### src/sv/sts_pkg.sv
// Shared widths, command and status types for the sparse triangular solver.
package sts_pkg;

	localparam int ROW_W     = 10;
	localparam int VAL_W     = 32;
	localparam int ACC_W     = 64;
	localparam int DIV_STEPS = 64;
	localparam int CNT_W     = 6;

	typedef logic [ROW_W-1:0]        row_t;
	typedef logic signed [VAL_W-1:0] val_t;

	// controller to datapath
	typedef struct packed {
		logic accept;
		logic mul;
		logic acc;
		logic num;
		logic div_init;
		logic div_step;
		logic finish;
	} sts_cmd_t;

	// datapath to controller
	typedef struct packed {
		logic mac_in;
		logic last_in;
		logic last_q;
		logic diag_zero;
		logic out_free;
	} sts_stat_t;

endpackage

### src/sv/sts_ctrl.sv
// Sequencing state machine for entry accumulate, numerator, divide and result.
module sts_ctrl import sts_pkg::*; (
	input  logic      clk,
	input  logic      arst_n,
	input  logic      in_valid,
	output logic      in_ready,
	input  sts_stat_t stat,
	output sts_cmd_t  cmd
);

	typedef enum logic [2:0] {
		S_IDLE,
		S_MUL,
		S_ACC,
		S_NUM,
		S_DSET,
		S_DIV,
		S_DONE
	} state_t;

	state_t           state_q;
	logic [CNT_W-1:0] cnt_q;

	always_comb begin
		in_ready     = (state_q == S_IDLE);
		cmd          = '0;
		cmd.accept   = in_ready && in_valid;
		cmd.mul      = (state_q == S_MUL);
		cmd.acc      = (state_q == S_ACC);
		cmd.num      = (state_q == S_NUM);
		cmd.div_init = (state_q == S_DSET);
		cmd.div_step = (state_q == S_DIV);
		cmd.finish   = (state_q == S_DONE) && stat.out_free;
	end

	always_ff @(posedge clk or negedge arst_n) begin
		if (!arst_n) begin
			state_q <= S_IDLE;
			cnt_q   <= '0;
		end else begin
			case (state_q)
				S_IDLE: begin
					if (in_valid) begin
						if (stat.mac_in) begin
							state_q <= S_MUL;
						end else if (stat.last_in) begin
							state_q <= S_NUM;
						end
					end
				end
				S_MUL: begin
					state_q <= S_ACC;
				end
				S_ACC: begin
					state_q <= stat.last_q ? S_NUM : S_IDLE;
				end
				S_NUM: begin
					state_q <= S_DSET;
				end
				S_DSET: begin
					cnt_q   <= '0;
					state_q <= stat.diag_zero ? S_DONE : S_DIV;
				end
				S_DIV: begin
					cnt_q <= cnt_q + 1'b1;
					if (cnt_q == CNT_W'(DIV_STEPS - 1)) begin
						state_q <= S_DONE;
					end
				end
				S_DONE: begin
					if (stat.out_free) begin
						state_q <= S_IDLE;
					end
				end
				default: begin
					state_q <= S_IDLE;
				end
			endcase
		end
	end

endmodule

### config.mk
export PLATFORM = sky130hd
export DESIGN_NAME = sts_ctrl
export DESIGN_NICKNAME = d
export VERILOG_FILES = /design/src/sv/sts_pkg.sv /design/src/sv/sts_ctrl.sv
export SDC_FILE = /design/constraint.sdc
export NUM_CORES = 1
export LEC_CHECK = 0
export ABC_AREA = 1
export BUFFER_PORTS_ARGS = -buffer_cell sky130_fd_sc_hd__buf_2
export CAP_MARGIN = 40
export CELL_PAD_IN_SITES_DETAIL_PLACEMENT = 1
export CELL_PAD_IN_SITES_GLOBAL_PLACEMENT = 2
export CORE_UTILIZATION = 29
export DETAILED_ROUTE_END_ITERATION = 10
export GPL_TIMING_DRIVEN = 0
export PLACE_DENSITY = 0.83
export SYNTH_ARGS = -nofsm -noshare
export SYNTH_HDL_FRONTEND = slang
export SYNTH_SLANG_ARGS = --single-unit
### constraint.sdc
create_clock -name clk -period 2 [get_ports clk]
set_input_delay 0.4 -clock clk [delete_from_list [all_inputs] [get_ports clk]]
set_output_delay 0.4 -clock clk [all_outputs]
set_load 0.05 [all_outputs]
==> results by group <==
Setup path
  • Crit end category: primary output
  • Max stage delay cell, worst path: dfrtp_1
  • CP Launch Type: flop
  • Data arrival, critical path: ~1.4 ns
  • Flop-to-flop setup slack: 0.60 ns
  • FF-to-FF Start: cnt_q[0]
  • Max incr delay on CP: around 0.46 ns
  • Register-to-Register Path Depth: 8
  • Crit-path max FO: 6
  • Setup Crit Path Kind: flop to primary output
  • Crit-path cells: nor2_2, inv_2, nor3_2, buf_2
  • Reg2reg end: state_q[2]
  • Critical path required time: 1.60 ns

Placement
  • PortBufs: 15
  • Gpl congestion: 0.787
  • DP Worst Slack: 0.429 ns
  • Post-DP HPWL: roughly 1200 µm
  • Cells after DPL: 133

Route
  • Avg WL per Cell: 11.0 µm
  • Antenna Nets Post-Route: 0
  • Initial drt markers: 4
  • Post-Route WL: about 1500 µm
  • DR vias/cell: 4.62
  • Residual DRC: 0
  • 1st-pass router iterations: 4
  • Via count: around 640

Pwr
  • Peak supply drop: 0.000615 V
  • Pleak: about 0.00048 µW
  • Power Dens Cells: 1390 nW/µm²

Logic synthesis
  • Cell count after synthesis: 91
  • Register area share after synthesis: 35.4%
  • Cell variety after synth: 20
  • Post-Syn Area: 636 µm²
  • Ys Warns: 0
  • Net Count, Synth: 100
  • Seq cells post-synth: 9
  • Avg Inst Size Synth: 6.98 µm²

Die
  • # IOs: 16
  • Die area: 2380 µm²
  • Area of the core: 2000 µm²
  • Die W: 48.8 µm
  • Initial core utilization: between 30% and 40%
  • Die H: 48.8 µm
  • Standard-cell rows: 16

Cells and area
  • Layout cell share with drive strength beyond 1: between 30% and 40%
  • Layout Cells excl Fill: 138
  • # diodes: 0
  • Fin nets: 121
  • Area Overhead vs Synth: 23.6%

Timing
  • Max-slew violations: 0
  • Slew @ Worst Pin: roughly 0.25 ns
  • Fin crit period: 1.84 ns
  • Relative slew slack: 83.5%
  • Final Cycle Share: 91.8%
  • Fmax: 545 MHz
  • Setup tns final: 0 ns
  • Fin. Hold Viols: 0
  • RSZ-0062 raised after global routing: false
  • Final setup violation count: 0
  • Final Skew: 0.00101 ns
  • Setup ws final: 0.165 ns

Global routing
  • GRT overflow: 0
  • Vias in the first global route: roughly 630
  • Initial antenna violation count: 0
  • Pin count of the biggest net entering global routing: 10
  • Gr usage total: around 15%
  • Global-route wire length before repair: 2790 µm

Clock tree
  • Clock-pin slew on the worst setup and hold paths: around 0.060 ns
  • Clock Latency Late Sink: between 0.2 and 0.3 ns
  • CTS Buf Count: 3
  • CTS Sinks: 9
  • Max Root-Sink Buffers: 2
  • H-tree Lvls: 1
  • Post_cts resized: 0
  • Clock root buffer: clkbuf_4
  • CTS tree: built

Hold path
  • Hold Path End: state_q[1]
  • Hold Startpoint: stat[0]
  • Worst hold path class: primary input to flop
  • Hold Crit Depth: 4

Run
  • Max-cap violations: 0

Status
  • Status: complete, no violations
layout by cell type (no fill, tap or decap):
master         instances
dfrtp_1                9
nor2_2                 3
nand3_2                1
buf_2                 15
nand2_1               22
inv_4                  1
nor2_1                 8
inv_2                  3
clkbuf_4               3
nand2_2                1
clkbuf_1               1
ha_1                   1
nand2_4                1
nor3_2                 1
buf_6                  1
o21ai_0                2
nor3_1                 2
nand4_1                1
dlygate4sd3_1          1
o22ai_2                1
nor2_4                 2
nand3_1               15
inv_1                 14
o21ai_2                1
o31ai_1                1
power by group:
part	switching, µW	total [µW]	internal (µW)
Clock	61.7	138	76.8
Sequential	70.4	304	234
Combinational	470	653	182
synthesized netlist by cell type (all sizes together):
library cell,count,area [µm²]
o22ai,1,12.5
o21ai,3,18.8
nand4,1,6.26
ha,1,12.5
nand2,24,100
buf,1,11.3
nor3,3,15.0
inv,18,70.1
nor2,13,71.3
nand3,16,85.1
dfrtp,9,225
o31ai,1,7.51
how the worst max path moves through the flow:
stage	cells past startpoint	to	startpoint
finish	4	cmd[6]	state_q[1]
global route	4	cmd[6]	state_q[1]
CTS	4	cmd[6]	state_q[1]
detailed placement	4	cmd[6]	state_q[1]
global placement	5	cmd[3]	state_q[2]
floorplan	2	cmd[0]	state_q[1]
critical path: cells and delay by family (launching register included):
| family | cells | cell delay (ns) |
|---|---|---|
| buffers and inverters | 2 | 0.37 |
| DFF | 1 | 0.46 |
| and+or+nand+nor | 2 | 0.35 |
final cells by class:
cell class / count / area, µm²
multi-input cells: 63 / 334
plain buffers: 1 / 11.3
well taps: 27 / 33.8
inverters: 18 / 70.1
fillers: 275 / 1220
repair buffers: 16 / 85.1
clock buffers: 4 / 26.3
flip-flops and latches: 9 / 225
routing by layer:
metal / up-vias / GRT usage (%) / wire [µm]
met5: - / 0 / 0
met3: 2 / 4.05 / 58
met1: 295 / 19.4 / 730
met2: 9 / 25.5 / 713
met4: 0 / 4.41 / 11
li1: 331 / - / -
sequential cells by signal, indices dropped and copies added, names as in the netlist:
signal and cells:
cnt_q 6, state_q 3
repair_timing:
item | 4_1_cts | 5_1_grt
endpoints found under the hold margin | 9 | 0
hold buffers | 1 | 0
buffers inserted | 0 | 0
logic make-up (layout without fill, tap and decap cells):
logic type / count (synthesis) / after routing / synth area share, %
AO/OA/AOI/OAI: 5 / 5 / 6.10
adder cells (fa/ha/maj): 1 / 1 / 1.97
buffers and inverters: 19 / 39 / 12.8
flip-flops: 9 / 9 / 35.4
AND/OR/NAND/NOR: 57 / 57 / 43.7
metrics by stage:
| step | utilization (%) | hold WS, ns | cell area, µm² | power (µW) |
|---|---|---|---|---|
| floorplan | - | 0.104 | 641 | 820 |
| global placement | 37.4 | 0.266 | 749 | 952 |
| detailed placement | 37.4 | 0.265 | 749 | 966 |
| CTS | 39.3 | 0.443 | 786 | 1110 |
| global route | 39.3 | 0.474 | 786 | 1190 |
| finish | 39.3 | 0.450 | 786 | 1100 |
No activity file was read; power rests on OpenSTA's default activity.
